$ cat config.mk
export PLATFORM = sky130hd
export DESIGN_NAME = one_wire_master
export DESIGN_NICKNAME = d
export VERILOG_FILES = /design/src/owm_pkg.sv /design/src/owm_cfg_regs.sv /design/src/owm_core.sv /design/src/one_wire_master.sv
export VERILOG_INCLUDE_DIRS = /design/src /design/src/src
export SDC_FILE = /design/constraint.sdc
export NUM_CORES = 1
export LEC_CHECK = 0
export ABC_AREA = 1
export CAP_MARGIN = 10
export CORE_MARGIN = 2
export CORE_UTILIZATION = 58
export DETAILED_ROUTE_END_ITERATION = 8
export DONT_BUFFER_PORTS = 1
export PLACE_DENSITY = 0.76
export SKIP_CTS_REPAIR_TIMING = 1
export SLEW_MARGIN = 0
export SYNTH_ARGS = -nofsm -noshare
export SYNTH_HDL_FRONTEND = slang
export SYNTH_HIERARCHICAL = 1
export SYNTH_SLANG_ARGS = --single-unit
$ cat constraint.sdc
create_clock -name clock -period 3.3 [get_ports clock]
set_input_delay 0.66 -clock clock [delete_from_list [all_inputs] [get_ports clock]]
set_output_delay 0.66 -clock clock [all_outputs]
set_load 0.02 [all_outputs]
$ cat src/one_wire_master_defines.svh
// Assertion macros used by the one-wire master top level.
`ifndef ONE_WIRE_MASTER_DEFINES_SVH
`define ONE_WIRE_MASTER_DEFINES_SVH

// Same-cycle implication, checked outside reset.
`define OWM_ASSERT_NOW(label, clk, rst, ante, cons, msg) \
   label: assert property (@(posedge clk) disable iff (rst) (ante) |-> (cons)) else $error(msg);

// Next-cycle implication, checked outside reset.
`define OWM_ASSERT_NEXT(label, clk, rst, ante, cons, msg) \
   label: assert property (@(posedge clk) disable iff (rst) (ante) |=> (cons)) else $error(msg);

`endif

$ cat src/owm_pkg.sv
// Types, constants and helpers of the one-wire master.
package owm_pkg;

   localparam int BITS_PER_BYTE = 8;
   localparam int TIME_WIDTH    = 10;
   localparam int CFG_W         = 10;
   localparam int CNT_W         = $clog2(BITS_PER_BYTE + 1);
   localparam int IDX_W         = 3;
   localparam int CSR_IDX_W     = 3;

   typedef logic [TIME_WIDTH-1:0] time_type;
   typedef logic [CFG_W-1:0]      cfg_word_type;

   typedef enum logic [2:0] {
      OP_RESET = 3'd0,
      OP_WBYTE = 3'd1,
      OP_RBYTE = 3'd2,
      OP_RBIT  = 3'd3,
      OP_WBIT  = 3'd4
   } op_type;

   typedef enum logic [6:0] {
      PH_IDLE   = 7'b0000001,
      PH_LOW    = 7'b0000010,
      PH_WAIT   = 7'b0000100,
      PH_SAMPLE = 7'b0001000,
      PH_TAIL   = 7'b0010000,
      PH_HOLD   = 7'b0100000,
      PH_WREC   = 7'b1000000
   } phase_type;

   typedef enum logic [CSR_IDX_W-1:0] {
      CSR_RESET_LOW      = 3'd0,
      CSR_PRESENCE_DELAY = 3'd1,
      CSR_RESET_RECOVERY = 3'd2,
      CSR_SLOT_LOW       = 3'd3,
      CSR_READ_DELAY     = 3'd4,
      CSR_READ_TAIL      = 3'd5,
      CSR_WRITE_HOLD     = 3'd6,
      CSR_WRITE_RECOVERY = 3'd7
   } csr_index_type;

   typedef struct packed {
      logic       start_req;
      logic [2:0] mode;
      logic [7:0] tx_value;
      logic       line_in;
   } req_type;

   typedef struct packed {
      logic       drive_low;
      logic       busy_res;
      logic       done_res;
      logic       presence;
      logic [7:0] rx_value;
   } rsp_type;

   typedef struct packed {
      cfg_word_type reset_low_time;
      cfg_word_type presence_sample_delay;
      cfg_word_type reset_recovery_time;
      cfg_word_type slot_low_time;
      cfg_word_type read_sample_delay;
      cfg_word_type read_tail_time;
      cfg_word_type write_hold_time;
      cfg_word_type write_recovery_time;
   } cfg_type;

   function automatic time_type to_time(input cfg_word_type v);
      return TIME_WIDTH'(v);
   endfunction

   function automatic time_type at_least_one(input time_type v);
      return (v == '0) ? time_type'(1) : v;
   endfunction

endpackage

$ cat src/owm_cfg_regs.sv
// Timing register file of the one-wire master.
module owm_cfg_regs (
   input  logic                             clock,
   input  logic                             reset,
   input  logic                             csr_valid,
   output logic                             csr_ready,
   input  logic [owm_pkg::CSR_IDX_W-1:0]    csr_index,
   input  logic [owm_pkg::CFG_W-1:0]        csr_data,
   output owm_pkg::cfg_type                 cfg
);
   import owm_pkg::*;

   cfg_type cfg_ff, cfg_in;

   assign csr_ready = 1'b1;
   assign cfg       = cfg_ff;

   always_comb begin
      cfg_in = cfg_ff;
      if (csr_valid && csr_ready) begin
         case (csr_index_type'(csr_index))
            CSR_RESET_LOW:      cfg_in.reset_low_time        = csr_data;
            CSR_PRESENCE_DELAY: cfg_in.presence_sample_delay = csr_data;
            CSR_RESET_RECOVERY: cfg_in.reset_recovery_time   = csr_data;
            CSR_SLOT_LOW:       cfg_in.slot_low_time         = csr_data;
            CSR_READ_DELAY:     cfg_in.read_sample_delay     = csr_data;
            CSR_READ_TAIL:      cfg_in.read_tail_time        = csr_data;
            CSR_WRITE_HOLD:     cfg_in.write_hold_time       = csr_data;
            CSR_WRITE_RECOVERY: cfg_in.write_recovery_time   = csr_data;
            default:            cfg_in = cfg_ff;
         endcase
      end
   end

   always_ff @(posedge clock) begin
      if (reset) begin
         cfg_ff.reset_low_time        <= CFG_W'(480);
         cfg_ff.presence_sample_delay <= CFG_W'(100);
         cfg_ff.reset_recovery_time   <= CFG_W'(380);
         cfg_ff.slot_low_time         <= CFG_W'(2);
         cfg_ff.read_sample_delay     <= CFG_W'(10);
         cfg_ff.read_tail_time        <= CFG_W'(49);
         cfg_ff.write_hold_time       <= CFG_W'(58);
         cfg_ff.write_recovery_time   <= CFG_W'(1);
      end else begin
         cfg_ff <= cfg_in;
      end
   end

endmodule

$ cat src/owm_core.sv
// Slot sequencer of the one-wire master: phase, timer, bit counter and shifters.
module owm_core (
   input  logic              clock,
   input  logic              reset,
   input  logic              step,
   input  owm_pkg::req_type  req,
   input  owm_pkg::cfg_type  cfg,
   output owm_pkg::rsp_type  rsp
);
   import owm_pkg::*;

   phase_type              phase_ff, phase_in;
   op_type                 op_ff, op_in;
   time_type               time_ff, time_in;
   logic [CNT_W-1:0]       bits_ff, bits_in;
   logic [7:0]             shout_ff, shout_in;
   logic [7:0]             shin_ff, shin_in;
   logic                   pres_ff, pres_in;

   logic                   start_ok;
   logic                   is_rst;
   logic                   is_wr;
   logic                   end_slot;
   logic                   drive;
   logic                   busy;
   logic                   done;
   logic [CNT_W-1:0]       total;
   logic [CNT_W-1:0]       idx_full;
   logic [IDX_W-1:0]       idx;
   time_type               low_t;
   time_type               wait_t;
   time_type               tail_t;
   time_type               hold_t;
   time_type               wrec_t;

   assign start_ok = (phase_ff == PH_IDLE) && req.start_req &&
                     (req.mode inside {[OP_RESET:OP_WBIT]});

   always_comb begin
      phase_in = phase_ff;
      op_in    = op_ff;
      time_in  = time_ff;
      bits_in  = bits_ff;
      shout_in = shout_ff;
      shin_in  = shin_ff;
      pres_in  = pres_ff;
      drive    = 1'b0;
      busy     = 1'b0;
      done     = 1'b0;
      end_slot = 1'b0;

      // launch: operation kind first, slot times follow from it
      if (start_ok) begin
         op_in    = op_type'(req.mode);
         bits_in  = (op_in == OP_WBYTE || op_in == OP_RBYTE) ?
                    CNT_W'(BITS_PER_BYTE) : CNT_W'(1);
         shout_in = (op_in == OP_WBIT) ? {7'b0, req.tx_value[0]} : req.tx_value;
         if (op_in == OP_RBYTE || op_in == OP_RBIT) begin
            shin_in = '0;
         end
         if (op_in == OP_RESET) begin
            pres_in = 1'b0;
         end
         phase_in = PH_LOW;
      end

      is_rst = (op_in == OP_RESET);
      is_wr  = (op_in == OP_WBYTE) || (op_in == OP_WBIT);
      low_t  = at_least_one(is_rst ? to_time(cfg.reset_low_time)
                                   : to_time(cfg.slot_low_time));
      wait_t = is_rst ? at_least_one(to_time(cfg.presence_sample_delay))
                      : to_time(cfg.read_sample_delay);
      tail_t = is_rst ? to_time(cfg.reset_recovery_time)
                      : to_time(cfg.read_tail_time);
      hold_t = at_least_one(to_time(cfg.write_hold_time));
      wrec_t = to_time(cfg.write_recovery_time);

      if (start_ok) begin
         time_in = low_t;
      end

      total    = (op_in == OP_RBYTE) ? CNT_W'(BITS_PER_BYTE) : CNT_W'(1);
      idx_full = total - bits_in;
      idx      = idx_full[IDX_W-1:0];

      if (phase_in != PH_IDLE) begin
         busy  = 1'b1;
         drive = (phase_in == PH_LOW) || ((phase_in == PH_HOLD) && !shout_in[0]);

         if (phase_in == PH_SAMPLE) begin
            if (is_rst) begin
               pres_in = !req.line_in;
            end else begin
               shin_in[idx] = shin_in[idx] | req.line_in;
            end
         end

         time_in = time_in - time_type'(1);
         if (time_in == '0) begin
            case (phase_in)
               PH_LOW: begin
                  if (is_wr) begin
                     phase_in = PH_HOLD;
                     time_in  = hold_t;
                  end else if (wait_t != '0) begin
                     phase_in = PH_WAIT;
                     time_in  = wait_t;
                  end else begin
                     phase_in = PH_SAMPLE;
                     time_in  = time_type'(1);
                  end
               end
               PH_WAIT: begin
                  phase_in = PH_SAMPLE;
                  time_in  = time_type'(1);
               end
               PH_SAMPLE: begin
                  if (tail_t != '0) begin
                     phase_in = PH_TAIL;
                     time_in  = tail_t;
                  end else begin
                     end_slot = 1'b1;
                  end
               end
               PH_HOLD: begin
                  if (wrec_t != '0) begin
                     phase_in = PH_WREC;
                     time_in  = wrec_t;
                  end else begin
                     end_slot = 1'b1;
                  end
               end
               default: end_slot = 1'b1;
            endcase
         end

         // slot over: advance to the next bit or finish
         if (end_slot) begin
            bits_in  = bits_in - CNT_W'(1);
            shout_in = shout_in >> 1;
            if (bits_in == '0) begin
               phase_in = PH_IDLE;
               time_in  = '0;
               done     = 1'b1;
            end else begin
               phase_in = PH_LOW;
               time_in  = low_t;
            end
         end
      end
   end

   assign rsp.drive_low = drive;
   assign rsp.busy_res  = busy;
   assign rsp.done_res  = done;
   assign rsp.presence  = pres_in;
   assign rsp.rx_value  = shin_in;

   always_ff @(posedge clock) begin
      if (reset) begin
         phase_ff <= PH_IDLE;
         op_ff    <= OP_RESET;
         time_ff  <= '0;
         bits_ff  <= '0;
         shout_ff <= '0;
         shin_ff  <= '0;
         pres_ff  <= 1'b0;
      end else if (step) begin
         phase_ff <= phase_in;
         op_ff    <= op_in;
         time_ff  <= time_in;
         bits_ff  <= bits_in;
         shout_ff <= shout_in;
         shin_ff  <= shin_in;
         pres_ff  <= pres_in;
      end
   end

endmodule

$ cat src/one_wire_master.sv
// One-wire bus master: each accepted request word is one microsecond tick of bus
// timing and yields exactly one response word with the line drive, busy, done,
// presence and received data of that tick. A word is accepted every clock cycle
// when the response side keeps up; it passes an input register, the slot
// sequencing (phase, timer and shift update) and then a response register.
// All slot times are set through the csr port, which is always ready and should
// be written only while idle.
module one_wire_master (
   input  logic                             clock,
   input  logic                             reset,
   input  logic                             req_valid,
   output logic                             req_stall,
   input  owm_pkg::req_type                 req_data,
   output logic                             rsp_valid,
   input  logic                             rsp_stall,
   output owm_pkg::rsp_type                 rsp_data,
   input  logic                             csr_valid,
   output logic                             csr_ready,
   input  logic [owm_pkg::CSR_IDX_W-1:0]    csr_index,
   input  logic [owm_pkg::CFG_W-1:0]        csr_data
);
   import owm_pkg::*;
   `include "one_wire_master_defines.svh"

   logic    in_valid_ff, in_valid_in;
   req_type in_data_ff, in_data_in;
   logic    out_valid_ff, out_valid_in;
   rsp_type out_data_ff, out_data_in;
   logic    advance;
   logic    take;
   cfg_type cfg;
   rsp_type step_rsp;

   owm_cfg_regs u_cfg (
      .clock     (clock),
      .reset     (reset),
      .csr_valid (csr_valid),
      .csr_ready (csr_ready),
      .csr_index (csr_index),
      .csr_data  (csr_data),
      .cfg       (cfg)
   );

   owm_core u_core (
      .clock (clock),
      .reset (reset),
      .step  (advance),
      .req   (in_data_ff),
      .cfg   (cfg),
      .rsp   (step_rsp)
   );

   // move a word into the response register when it is empty or being drained
   assign advance   = in_valid_ff && (!out_valid_ff || !rsp_stall);
   assign req_stall = in_valid_ff && !advance;
   assign take      = req_valid && !req_stall;

   always_comb begin
      in_valid_in  = in_valid_ff;
      in_data_in   = in_data_ff;
      out_valid_in = out_valid_ff;
      out_data_in  = out_data_ff;
      if (out_valid_ff && !rsp_stall) begin
         out_valid_in = 1'b0;
      end
      if (advance) begin
         out_valid_in = 1'b1;
         out_data_in  = step_rsp;
         in_valid_in  = 1'b0;
      end
      if (take) begin
         in_valid_in = 1'b1;
         in_data_in  = req_data;
      end
   end

   always_ff @(posedge clock) begin
      if (reset) begin
         in_valid_ff  <= 1'b0;
         out_valid_ff <= 1'b0;
      end else begin
         in_valid_ff  <= in_valid_in;
         out_valid_ff <= out_valid_in;
      end
   end

   always_ff @(posedge clock) begin
      in_data_ff  <= in_data_in;
      out_data_ff <= out_data_in;
   end

   assign rsp_valid = out_valid_ff;
   assign rsp_data  = out_data_ff;

   `OWM_ASSERT_NOW(a_stall_only_on_backpressure, clock, reset, req_stall, rsp_valid && rsp_stall, "request stalled without response backpressure")
   `OWM_ASSERT_NOW(a_drive_only_when_busy, clock, reset, rsp_valid && rsp_data.drive_low, rsp_data.busy_res, "line driven low outside an operation")
   `OWM_ASSERT_NOW(a_done_only_when_busy, clock, reset, rsp_valid && rsp_data.done_res, rsp_data.busy_res, "done outside an operation")
   `OWM_ASSERT_NEXT(a_held_word_advances, clock, reset, in_valid_ff && !rsp_valid, rsp_valid, "held request word did not reach the response register")

endmodule

# After elaboration in Yosys (flattened, before gate mapping)
# Cells that the tools add are included.
[word_totals]
input_bits = 31
elab_cells = 159
output_inout_bits = 15
register_bits = 148
[classes]
addsub = 3
reduce_logical = 43
n_lt_le_gt_ge = 4
eq_ne = 20
bitwise = 1
muxes = 62
[ops]
columns = ["operator", "count"]
rows = [
  ["$mux W10", 15],
  ["$mux W8", 9],
  ["$mux W7", 7],
  ["$logic_not A10 Y1", 4],
  ["$pmux W10 S4", 1],
  ["$reduce_bool A10 Y1", 3],
  ["$pmux W7 S4", 1],
  ["$mux W4", 5],
  ["$eq A3 B3 Y1 const B", 6],
  ["$mux W1", 18],
  ["$reduce_and A2 Y1", 9],
  ["$eq A3 B2 Y1 const B", 5],
  ["$sub A10 B1 Y10 const B", 1],
  ["$eq A3 B1 Y1 const B", 3],
  ["$logic_and A1 B1 Y1", 9],
  ["$logic_not A3 Y1", 3],
  ["$bwmux W8", 1],
  ["$eq A7 B1 Y1 const B", 1],
  ["$eq A7 B2 Y1 const B", 1],
  ["$eq A7 B3 Y1 const B", 1],
  ["$eq A7 B4 Y1 const B", 1],
  ["$eq A7 B6 Y1 const B", 1],
  ["$ne A7 B1 Y1 const B", 1],
  ["$ge A3 B1 Y1 const B", 2],
  ["other kinds (15)", 25],
]

# Logic depth before layout (Yosys ltp)
# Gate-level depths: netlist of the first run.
[logic_depth]
depth_word = 15
depth_mapped = 37
ltp_nobuf = 33

# By module
# Netlist of the first run, hierarchy kept.
[modules_own_cells]
columns = ["module", "area_each_um2", "seq_area_each_um2", "cells_each", "n_inst"]
rows = [
  ["owm_core", 4657.0, 820.8, 820, 1],
  ["owm_cfg_regs", 3078.0, 1601.5, 436, 1],
  ["one_wire_master", 842.1, 790.8, 37, 1],
]

# Worst setup path before layout of the first run
# Ideal clock, no wire load.
[synth_timing]
path_type = "reg2reg"
from = "register in_data_ff[10] in the netlist's numbering"
to = "register out_data_ff, in the netlist rsp_data[9], data pin"
path_slack_ns = -0.306
setup_ns = 0.125
arrival_time_ns = 3.480
t_required_ns = 3.175
stages_incl_launch_ff = 33
path_buffers = 4
synth_period_minus_slack_ns = 3.606
cell_sequence = "edfxtp_1 > nor2_1 > inv_1 > nand2_1 > nand3_4 > nand2_1 > nand2_4 > nand3_4 > buf_6 > nand2_2 > nand2_2 > nand2_1 > nor2_2 > nand3_2 > nand3_2 > nand2_2 > buf_6 > ha_1 > nand2_2 > nand2_1 > inv_2 > nand2_1 > nor2_1 > nand2_1 > nor2_2 > nand3_2 > nor2_4 > nand3_4 > nor2_8 > nand2_2 > buf_6 > nor2_1 > buf_4"
[synth_between]
elab_chain_cells = 14
word_cells_on_any_way = 34
cone_classes = "2 x add/sub; 2 x order compare; 7 x eq/ne; 13 x mux; 10 x reduce/logical"
[synth_lines]
columns = ["element", "line", "rtl"]
rows = [
  ["start: declaration", "one_wire_master.sv:26", "req_type in_data_ff, in_data_in;"],
  ["start signal: assignment", "one_wire_master.sv:88", "in_data_ff <= in_data_in;"],
  ["$ge A3 B1 Y1 / $le A3 B3 Y1 (equally long branches)", "owm_core.sv:37", "(req.mode inside {[OP_RESET:OP_WBIT]});"],
  ["$logic_and A1 B1 Y1", "owm_core.sv:37", ""],
  ["$logic_and A1 B1 Y1", "owm_core.sv:36", "assign start_ok = (phase_ff == PH_IDLE) && req.start_req &&"],
  ["$mux W3", "owm_core.sv:53", "if (start_ok) begin"],
  ["$logic_not A3 Y1", "owm_core.sv:67", "is_rst = (op_in == OP_RESET);"],
  ["$mux W10", "owm_core.sv:69", "low_t = at_least_one(is_rst ? to_time(cfg.reset_low_time)"],
  ["$logic_not A10 Y1", "owm_pkg.sv:74", "return (v == '0) ? time_type'(1) : v;"],
  ["$mux W10", "owm_pkg.sv:74", ""],
  ["$mux W10", "owm_core.sv:78", "if (start_ok) begin"],
  ["$sub A10 B1 Y10", "owm_core.sv:98", "time_in = time_in - time_type'(1);"],
  ["$logic_not A10 Y1", "owm_core.sv:99", "if (time_in == '0) begin"],
  ["$mux W1", "owm_core.sv:99", ""],
  ["$mux W1", "owm_core.sv:86", "if (phase_in != PH_IDLE) begin"],
  ["$reduce_and A2 Y1 (no source line)", "--", ""],
  ["end signal: assignment", "one_wire_master.sv:89", "out_data_ff <= out_data_in;"],
  ["end: declaration", "one_wire_master.sv:28", "rsp_type out_data_ff, out_data_in;"],
]
# Several ways; a longest one is shown, not always the timed one. The select of a mux whose other input is x is not followed.
# A chain may end at the register's enable or synchronous reset.

# Worst setup path after layout of the first run
[layout_timing]
from = "register u_core.phase_ff[4]"
to = "register u_core.shout_ff[7]"
[layout_between]
elab_chain_cells = 15
word_cells_on_any_way = 27
cone_classes = "1 x add/sub; 6 x eq/ne; 13 x mux; 7 x reduce/logical"
[layout_lines]
columns = ["element", "line", "rtl"]
rows = [
  ["start: declaration", "owm_core.sv:12", "phase_type phase_ff, phase_in;"],
  ["start signal: assignment", "owm_core.sv:169", "phase_ff <= phase_in;"],
  ["$eq A7 B1 Y1", "owm_core.sv:36", ""],
  ["$logic_and A1 B1 Y1 (2 in series)", "owm_core.sv:36", ""],
  ["$mux W3", "owm_core.sv:53", ""],
  ["$logic_not A3 Y1", "owm_core.sv:67", ""],
  ["$mux W10", "owm_core.sv:69", ""],
  ["$logic_not A10 Y1", "owm_pkg.sv:74", ""],
  ["$mux W10", "owm_pkg.sv:74", ""],
  ["$mux W10", "owm_core.sv:78", ""],
  ["$sub A10 B1 Y10", "owm_core.sv:98", ""],
  ["$logic_not A10 Y1", "owm_core.sv:99", ""],
  ["$mux W1", "owm_core.sv:99", ""],
  ["$mux W1", "owm_core.sv:86", ""],
  ["$mux W8", "owm_core.sv:138", "if (end_slot) begin"],
  ["$mux W8 (*)", "owm_core.sv:86", ""],
  ["end signal: assignment", "owm_core.sv:173", "shout_ff <= shout_in;"],
  ["end: declaration", "owm_core.sv:16", "logic [7:0] shout_ff, shout_in;"],
]
# Mark *: on every way between the ends. The rest lies on a longest branch, timed or not. The select of a mux whose other input is x is not followed.

==> run_results.csv, run 1 <==
group,metric,value,unit
sta,worstMarginPinSlew,0.842,ns
detailed_routing,wl_per_cell,16.6,microns
power,power,5.43,mW
worst_setup_path,crit_buf_inv,4,
floorplan,die_w,126,microns
floorplan,die_y,126,microns
logic_synthesis,synth.area.top_cells,"dfxtp_1 29%, nand2_1 15%, nor2_1 9.2%, edfxtp_1 8.8%, nand3_1 7.6%",
detailed_routing,vias_per_cell,5.70,
logic_synthesis,synth_compound_area_frac,0.101,
worst_setup_path,cp_top_family,"simple AND/OR/NAND/NOR gates",
detailed_routing,antenna_left,0,
sta,finalHoldViolCount,0,
logic_synthesis,synth.most_common_cell,"nand2_1",
sta,relSlewSlack,0.436,
global_route,grt_pass1_wl,39100,microns
worst_setup_path,crit_type,"flip-flop to flip-flop",
worst_setup_path,cp.depth,30,
clock_network,clock_path_buffers,2,
clock_network,insertion_delay,0.43,ns
detailed_routing,first_iter_violations,815,
floorplan,start_util,0.592,
place,dpl.hpwl,17500,microns
logic_synthesis,synthXorXnorAreaFrac,0.00627,
logic_synthesis,synth.top_cell.area_share,0.287,
worst_setup_path,crit_path_start_kind,"flip-flop",
final_layout,fin_util,0.731,
logic_synthesis,yosys_warnings,6,
place,pre_cts_ws,-0.350,ns
sta,finalSetupViolations,30,
logic_synthesis,avgSynthCellArea,6.63,sq um
final_layout,n_antenna_cell,0,
outcome,violations,"setup timing",
power,power_density,513,mW/mm^2
clock_network,cts_tree,"yes",
final_layout,fin_cells,1572,
sta,skew,0.00791,ns
logic_synthesis,synthCells,1293,
logic_synthesis,synth_edf_count,25,
logic_synthesis,yosysUniqueCellTypes,53,
worst_setup_path,cp_slowest_cell,"dfxtp_1",
worst_setup_path,slowest_delay,0.32,ns
logic_synthesis,ys_ff_latch,148,
final_layout,final_cell_area,0.0106,sq mm
worst_setup_path,crit_arrival,3.99,ns
sta,setup-tns-final,-8.94,ns
floorplan,die-area,0.0158,sq mm
min_path,worstHoldPathCells,1,
power,ir_drop,0.432,mV
sta,rsz0062_at_grt,"true",
floorplan,core_region_area,0.0145,sq mm
place,placed_cells,1519,
floorplan,io_pins,46,
global_route,grt_pass1_vias,8014,
logic_synthesis,ys_seq_area_frac,0.375,
final_layout,nets,1412,
worst_setup_path,rr_worst_depth,30,
detailed_routing,num_vias,8965,
clock_network,cts_root_buf,"clkbuf_16",
detailed_routing,totalWireLength,26100,microns
logic_synthesis,synth_top_area_cell,"dfxtp_1",
outcome,status,"finished with violations",
global_route,overflow,0,
logic_synthesis,synthMuxAreaShare,0.00117,
global_route,grt_max_degree,51,
clock_network,numCtsBuffers,17,
worst_setup_path,worst_path_most_repeated_cell,"nand3_2",
sta,fmax,273,MHz
sta,final.min_clock_period,3.67,ns
logic_synthesis,synthTopCellsByCount,"353 x nand2_1, 211 x nor2_1, 130 x nand3_1",
sta,finalCritPeriodShare,1.11,
logic_synthesis,synth_fa_ha_area_frac,0.00875,
logic_synthesis,synth-main-ff-cell,"dfxtp_1",
place,portBuffers,0,
detailed_routing,route.detailed.drc,0,
final_layout,num-fill-cells,1126,
clock_network,htreeDepth,4,
global_route,grt.busiest_layer,"met2",
place,gp_congestion,0.966,
sta,layout_setup_ws,-0.366,ns
logic_synthesis,syn-cell-area,0.00858,sq mm
final_layout,syn2layout_area_growth,23.3,%
worst_setup_path,critPathMaxFanout,7,
logic_synthesis,synth_top_family_by_area,"simple AND/OR/NAND/NOR gates",
global_route,grtUsageMet2,0.513,
power,cellLeakagePower,4.80,nW
logic_synthesis,yosys.area_share.simple,0.415,
global_route,use_met3,0.0629,
clock_network,cts.clk_slew.worst_paths,0.06,ns
place,place_area,0.00934,sq mm
clock_network,clock_sinks,148,
global_route,antenna_found_initial,0,
worst_setup_path,end_kind,"flip-flop",
job,maxCapViolations,0,
sta,hold_ws,0.287,ns
sta,drv_slew,0,
worst_setup_path,worst_ep_required_time,3.62,ns
global_route,use_met1,0.389,
logic_synthesis,async_reset_ff_frac,0,
detailed_routing,drt-pass1-iter-count,5,
logic_synthesis,synth_nets,1330,
min_path,hold_class,"input port to flip-flop",
floorplan,rows,44,
final_layout,layout-drive-gt1-share,0.236,
global_route,grt_usage,0.307,
area by class of cell:
class | instances | area (sq um) | area share
flip-flops and latches | 148 | 3220 | 0.304
multi-input cells | 957 | 5050 | 0.477
well taps | 184 | 230 | 0.0218
repair buffers | 114 | 982 | 0.0928
clock inverters | 11 | 85.1 | 0.00804
inverters | 137 | 520 | 0.0492
clock buffers | 21 | 493 | 0.0466
cell usage in the layout (no fill, tap or decap), drive strengths merged, types with 3 or more instances in the layout:
master	Yosys	routed
nand3	139	140
clkinvlp	0	3
a31oi	3	3
nor4	6	6
edfxtp	25	25
o211ai	4	4
ha	6	6
dfxtp	123	123
nand2	374	374
a221oi	4	4
nand3b	6	6
a32o	6	6
xor2	4	4
nor3	5	5
o21ai	72	72
a21oi	53	53
buf	35	113
or2	15	15
clkbuf	17	22
a22oi	3	3
nand4	14	14
clkinv	5	6
inv	132	139
nor2	234	234
registers in the layout, summed over array words and instances (netlist names), 3 cells and up:
name / count
u_core/time_ff: 10
u_core/bits_ff: 4
u_cfg/cfg: 80
u_core/op_ff: 3
rsp_data: 12
u_core/shout_ff: 8
u_core/phase_ff: 7
u_core/shin_ff: 8
in_data_ff: 13
cell families after synthesis:
family                   after synthesis
AND/OR/NAND/NOR                      793
XOR/XNOR                               4
flip-flops                           148
multiplexers                           1
adder cells (fa/ha/maj)                6
buffers and inverters                189
AO/OA/AOI/OAI                        151
other                                  1
power by group:
part / switching, mW / leakage (nW) / total (mW) / internal (mW)
Sequential: 0.0598 / 1.25 / 1.98 / 1.92
Clock: 0.787 / 0.284 / 1.87 / 1.08
Combinational: 0.975 / 3.27 / 1.58 / 0.605
Total: 1.82 / 4.80 / 5.43 / 3.61
final timing paths:
path                 startpoint                 end  slack, ns
min reg2reg       u_cfg/cfg[20]       u_cfg/cfg[20]       0.46
max reg2reg  u_core/phase_ff[4]  u_core/shout_ff[7]      -0.37
min                       reset         in_valid_ff       0.29
max          u_core/phase_ff[4]  u_core/shout_ff[7]      -0.37
routing by layer:
metal / up-vias / part of all wire
met2: 465 / 0.49
met1: 4111 / 0.39
met3: 76 / 0.086
met4: 0 / 0.037
met5: - / 0
li1: 4313 / -
No activity file was read; power rests on OpenSTA's default activity.
==> run 2: changes to the inputs <==
--- a/config.mk
+++ b/config.mk
@@ -6,7 +6,6 @@
 export SDC_FILE = /design/constraint.sdc
 export NUM_CORES = 1
 export LEC_CHECK = 0
-export ABC_AREA = 1
 export CAP_MARGIN = 10
 export CORE_MARGIN = 2
 export CORE_UTILIZATION = 58
==> run_results.csv, run 2 <==
group,metric,value,unit
sta,final.min_clock_period,4.01,ns
detailed_routing,antenna_left,0,
final_layout,fin_cells,1162,
place,pre_cts_ws,-0.895,ns
final_layout,nets,1010,
sta,worstMarginPinSlew,1.26,ns
final_layout,layout-drive-gt1-share,0.229,
final_layout,fin_util,0.729,
logic_synthesis,synth_nets,942,
logic_synthesis,synth-main-ff-cell,"dfxtp_1",
clock_network,numCtsBuffers,17,
power,cellLeakagePower,4.00,nW
power,clkPwrFrac,0.402,
sta,finalCritPeriodShare,1.22,
clock_network,cts_tree,"yes",
power,seqPwrFrac,0.423,
sta,drv_slew,0,
min_path,hold_class,"input port to flip-flop",
logic_synthesis,ys_seq_area_frac,0.401,
detailed_routing,drt-pass1-iter-count,5,
detailed_routing,totalWireLength,24600,microns
final_layout,num-fill-cells,1001,
global_route,antenna_found_initial,0,
clock_network,insertion_delay,0.43,ns
worst_setup_path,critPathMaxFanout,15,
clock_network,clock_path_buffers,2,
logic_synthesis,synthCells,905,
power,power_density,476,mW/mm^2
power,intPower,3.32,mW
sta,layout_setup_ws,-0.714,ns
final_layout,syn2layout_area_growth,21.4,%
global_route,grt_max_degree,134,
final_layout,final_common_cell,"dfxtp_1",
logic_synthesis,synth.most_common_cell,"dfxtp_1",
worst_setup_path,worst_ep_required_time,3.66,ns
logic_synthesis,synth.area.top_cells,"dfxtp_1 31%, mux2i_1 12%, edfxtp_1 9.4%, nand2b_1 5.6%, nor2_1 4.7%",
sta,relSlewSlack,0.153,
detailed_routing,vias_per_cell,6.30,
floorplan,die-area,0.0148,sq mm
sta,finalSetupViolations,46,
floorplan,core_region_area,0.0133,sq mm
floorplan,rows,42,
worst_setup_path,crit_path_start_kind,"flip-flop",
outcome,status,"finished with violations",
worst_setup_path,crit_arrival,4.37,ns
sta,rsz0062_at_grt,"true",
power,power_frac_comb,0.175,
power,switching_share,0.284,
job,maxCapViolations,0,
sta,skew,0.0126,ns
logic_synthesis,ys_ff_latch,148,
floorplan,die_y,122,microns
logic_synthesis,syn-cell-area,0.00802,sq mm
clock_network,htreeDepth,4,
detailed_routing,wl_per_cell,21.2,microns
floorplan,io_pins,46,
clock_network,cts.clk_slew.worst_paths,0.06,ns
place,gp_congestion,0.948,
logic_synthesis,avgSynthCellArea,8.86,sq um
place,dpl.hpwl,17300,microns
global_route,overflow,0,
worst_setup_path,end_kind,"flip-flop",
detailed_routing,num_vias,7319,
logic_synthesis,yosysUniqueCellTypes,80,
logic_synthesis,async_reset_ff_frac,0,
logic_synthesis,synthTopCellsByCount,"123 x dfxtp_1, 101 x nor2_1, 95 x mux2i_1",
clock_network,cts_root_buf,"clkbuf_16",
power,ir_drop,0.522,mV
logic_synthesis,synth_edf_count,25,
clock_network,clock_sinks,148,
sta,fmax,249,MHz
detailed_routing,first_iter_violations,699,
worst_setup_path,crit_type,"flip-flop to flip-flop",
floorplan,start_util,0.600,
logic_synthesis,synth.top_cell.area_share,0.307,
final_layout,mostFrequentLayoutCells,"121 x dfxtp_1, 104 x buf_4, 99 x nor2_1, 92 x mux2i_1, 83 x nand2_1",
sta,hold_ws,0.300,ns
logic_synthesis,synth_top_area_cell,"dfxtp_1",
sta,finalHoldViolCount,0,
logic_synthesis,yosys_warnings,6,
global_route,grt_pass1_wl,37400,microns
power,p_switching,1.31,mW
place,portBuffers,0,
global_route,grt_pass1_vias,7210,
final_layout,largest_reg_flops,80,
outcome,violations,"setup timing",
power,power,4.63,mW
floorplan,die_w,122,microns
final_layout,n_antenna_cell,0,
detailed_routing,route.detailed.drc,0,
place,placed_cells,1122,
global_route,grt_usage,0.331,
## run 2: power by group through the flow
stage	registers (mW)	clock network [mW]	logic [mW]
after floorplan	1.98	0	0.507
after global placement	1.99	0	0.721
after detailed placement	1.99	0	0.735
after CTS	1.95	1.88	0.740
after global routing	1.96	1.96	0.864
final	1.96	1.86	0.813
## run 2: stage by stage
step / TNS (ns) / cell area (sq um)
final: -26.28 / 9730
after global routing: -32.18 / 9730
after CTS: -35.86 / 9350
after detailed placement: -34.65 / 8780
after global placement: -27.98 / 8780
after floorplan: -37.71 / 8070
## run 2: cell type report
| type | instances | area (sq um) | share of cell area |
|---|---|---|---|
| well taps | 176 | 220 | 0.0226 |
| clock inverters | 14 | 121 | 0.0125 |
| repair buffers | 115 | 945 | 0.0971 |
| flip-flops and latches | 148 | 3220 | 0.330 |
| clock buffers | 18 | 439 | 0.0451 |
| multi-input cells | 676 | 4730 | 0.486 |
| inverters | 15 | 61.3 | 0.00630 |
## run 2: path summary, 6_finish.rpt
check	from	to	slack, ns	depth (start not counted)
max	u_core/phase_ff[1]	u_core/bits_ff[1]	-0.71	12
min	reset	in_valid_ff	0.30	1
max reg2reg	u_core/phase_ff[1]	u_core/bits_ff[1]	-0.71	12
min reg2reg	u_core/shout_ff[3]	u_core/shout_ff[3]	0.48	1
## run 2: cell families (layout without fill, tap and decap cells)
logic type               Yosys count  after routing  share of synthesized area
adder cells (fa/ha/maj)            6              6                    0.00937
other                              1              1                   0.000468
buffers and inverters             81            162                     0.0476
flip-flops                       148            148                      0.401
multiplexers                     103            103                      0.133
XOR/XNOR                          15             15                     0.0173
AND/OR/NAND/NOR                  395            395                      0.258
AO/OA/AOI/OAI                    156            156                      0.133
## run 2: worst max-delay path, cell delays in order (launching register included)
cell     delay, ns
dfxtp_2       0.32
or4bb_4       0.55
or4_4         0.54
and3_4        0.20
nor2_8        0.10
buf_6         0.19
mux2_2        0.40
mux2i_2       0.23
xor2_1        0.27
nand2_2       0.16
or3_4         0.48
or3_1         0.35
a31oi_1       0.14
## run 2: routing by layer
| metal | share of wire | GRT usage | vias to the layer above |
|---|---|---|---|
| met4 | 0.047 | 0.167 | 0 |
| met3 | 0.067 | 0.0787 | 77 |
| met2 | 0.50 | 0.586 | 356 |
| met1 | 0.38 | 0.370 | 3497 |
| met5 | 0 | 0 | - |
| li1 | - | - | 3389 |
==> run 3: changes to the inputs <==
--- a/config.mk
+++ b/config.mk
@@ -11,7 +11,7 @@
 export CORE_UTILIZATION = 58
 export DETAILED_ROUTE_END_ITERATION = 8
 export DONT_BUFFER_PORTS = 1
-export PLACE_DENSITY = 0.76
+export PLACE_DENSITY = 0.85
 export SKIP_CTS_REPAIR_TIMING = 1
 export SLEW_MARGIN = 0
 export SYNTH_ARGS = -nofsm -noshare
==> run_results.csv, run 3 (synthesized netlist as in run 2, its figures left out) <==
group,metric,value,unit
detailed_routing,wl_per_cell,21.1,microns
detailed_routing,drt-pass1-iter-count,6,
power,power_density,505,mW/mm^2
final_layout,fin_cells,1158,
worst_setup_path,end_kind,"flip-flop",
sta,final.min_clock_period,4.15,ns
final_layout,final_common_cell,"dfxtp_1",
detailed_routing,first_iter_violations,928,
worst_setup_path,crit_type,"flip-flop to flip-flop",
final_layout,regArea,0.00321,sq mm
worst_setup_path,rr_worst_depth,18,
sta,finalCritPeriodShare,1.26,
worst_setup_path,cp_slowest_cell,"or4bb_4",
floorplan,io_pins,46,
outcome,status,"finished with violations",
floorplan,rows,42,
worst_setup_path,slowest_delay,0.57,ns
global_route,grt_pass1_wl,35900,microns
detailed_routing,antenna_left,0,
worst_setup_path,cp_cell_sequence,"or4bb_4 -> buf_4 -> nor3_1 -> o32a_4 -> nor2_8 -> buf_6 -> nand2_1 -> and3_1 -> ha_2 -> inv_2 -> xnor2_1 -> and4bb_2 -> nand3_4 -> buf_4 -> buf_6 -> nor3_1 -> o21bai_1 -> a211oi_1",
clock_network,cts_tree,"yes",
global_route,grtUsageMet2,0.512,
clock_network,cts.clk_slew.worst_paths,0.06,ns
worst_setup_path,crit_arrival,4.50,ns
final_layout,multi_input_area,0.00466,sq mm
worst_setup_path,regToRegSetupSlack,-0.85,ns
sta,relSlewSlack,0.469,
worst_setup_path,crit_path_start_kind,"flip-flop",
worst_setup_path,cp_top_family,"simple AND/OR/NAND/NOR gates",
power,cellLeakagePower,4.01,nW
clock_network,clock_path_buffers,2,
global_route,use_met1,0.398,
place,dpl.hpwl,15800,microns
sta,rsz0062_at_grt,"true",
final_layout,num-fill-cells,909,
final_layout,n_antenna_cell,0,
place,placed_cells,1118,
global_route,grt_max_degree,134,
sta,fmax,241,MHz
detailed_routing,route.detailed.drc,0,
global_route,grt_usage,0.316,
worst_setup_path,cp.depth,18,
worst_setup_path,critPathMaxFanout,14,
outcome,violations,"setup timing",
global_route,overflow,0,
sta,worstMarginPinSlew,0.794,ns
sta,hold_ws,0.288,ns
job,maxCapViolations,0,
clock_network,cts_root_buf,"clkbuf_16",
floorplan,die-area,0.0148,sq mm
min_path,hold_class,"input port to flip-flop",
floorplan,start_util,0.600,
final_layout,syn2layout_area_growth,21.0,%
worst_setup_path,r2r_start,"u_core/phase_ff[0]",
worst_setup_path,endpoint,"u_core/time_ff[8]",
worst_setup_path,critPathLaunch,"u_core/phase_ff[0]",
place,portBuffers,0,
power,ir_drop,0.409,mV
sta,drv_slew,0,
floorplan,die_y,122,microns
worst_setup_path,worst_ep_required_time,3.65,ns
clock_network,htreeDepth,4,
detailed_routing,num_vias,7508,
place,gp_congestion,1.00,
global_route,antenna_found_initial,0,
clock_network,clock_sinks,148,
floorplan,die_w,122,microns
worst_setup_path,regToRegEndpoint,"u_core/time_ff[8]",
final_layout,largest_reg_flops,80,
final_layout,mostFrequentLayoutCells,"123 x dfxtp_1, 101 x buf_4, 99 x nor2_1, 94 x mux2i_1, 84 x nand2_1",
worst_setup_path,crit_buf_inv,5,
detailed_routing,totalWireLength,24400,microns
floorplan,core_region_area,0.0133,sq mm
final_layout,nets,1006,
detailed_routing,vias_per_cell,6.48,
sta,skew,0.00883,ns
global_route,grt_pass1_vias,6980,
power,power,4.90,mW
clock_network,insertion_delay,0.43,ns
sta,layout_setup_ws,-0.849,ns
sta,finalHoldViolCount,0,
final_layout,layout-drive-gt1-share,0.208,
place,pre_cts_ws,-0.803,ns
global_route,grt.busiest_layer,"met2",
global_route,use_met3,0.0740,
sta,finalSetupViolations,46,
clock_network,numCtsBuffers,17,
## run 3: changes by cell type in the layout (fill, tap and decap cells not counted), sizes merged
cell / delta
clkinvlp: -1
clkinv: +1
bufinv: +4
inv: -5
buf: -3
## run 3: power by group
group          leakage [nW]  internal [mW]  switching, mW  total [mW]
combinational          2.46          0.347          0.470       0.817
clock                 0.311           1.34          0.779        2.12
sequential             1.24           1.90         0.0609        1.96
total                  4.01           3.59           1.31        4.90
## run 3: final cells by class
class,instances,share of cell area
Clock buffer,19,0.0446
Multi-Input combinational cell,676,0.481
Sequential cell,148,0.331
Timing Repair Buffer,111,0.0934
Inverter,15,0.00632
Tap cell,176,0.0227
Clock inverter,13,0.0210
## run 3: worst min path at each step
stage,start,endpoint,cells after the start
floorplan,u_core/shout_ff[2],u_core/shout_ff[2],1
global placement,u_core/shout_ff[7],u_core/shout_ff[7],2
global route,reset,rsp_valid,1
detailed placement,u_core/shout_ff[2],u_core/shout_ff[2],1
finish,reset,in_valid_ff,1
CTS,reset,in_valid_ff,1
## run 3: metrics by stage
stage / area (sq um) / util / setup TNS [ns]
after floorplan: 8070 / - / -37.71
after global placement: 8780 / 0.658 / -27.91
after detailed placement: 8780 / 0.658 / -30.89
after CTS: 9420 / 0.705 / -34.69
after global routing: 9700 / 0.727 / -35.60
final: 9700 / 0.727 / -30.45
## run 3: routing by layer
| metal | wire length [microns] | vias up | share of wire |
|---|---|---|---|
| li1 | - | 3389 | - |
| met1 | 9790 | 3569 | 0.40 |
| met2 | 11500 | 439 | 0.47 |
| met3 | 2030 | 111 | 0.083 |
| met4 | 1060 | 0 | 0.043 |
| met5 | 0 | - | 0 |
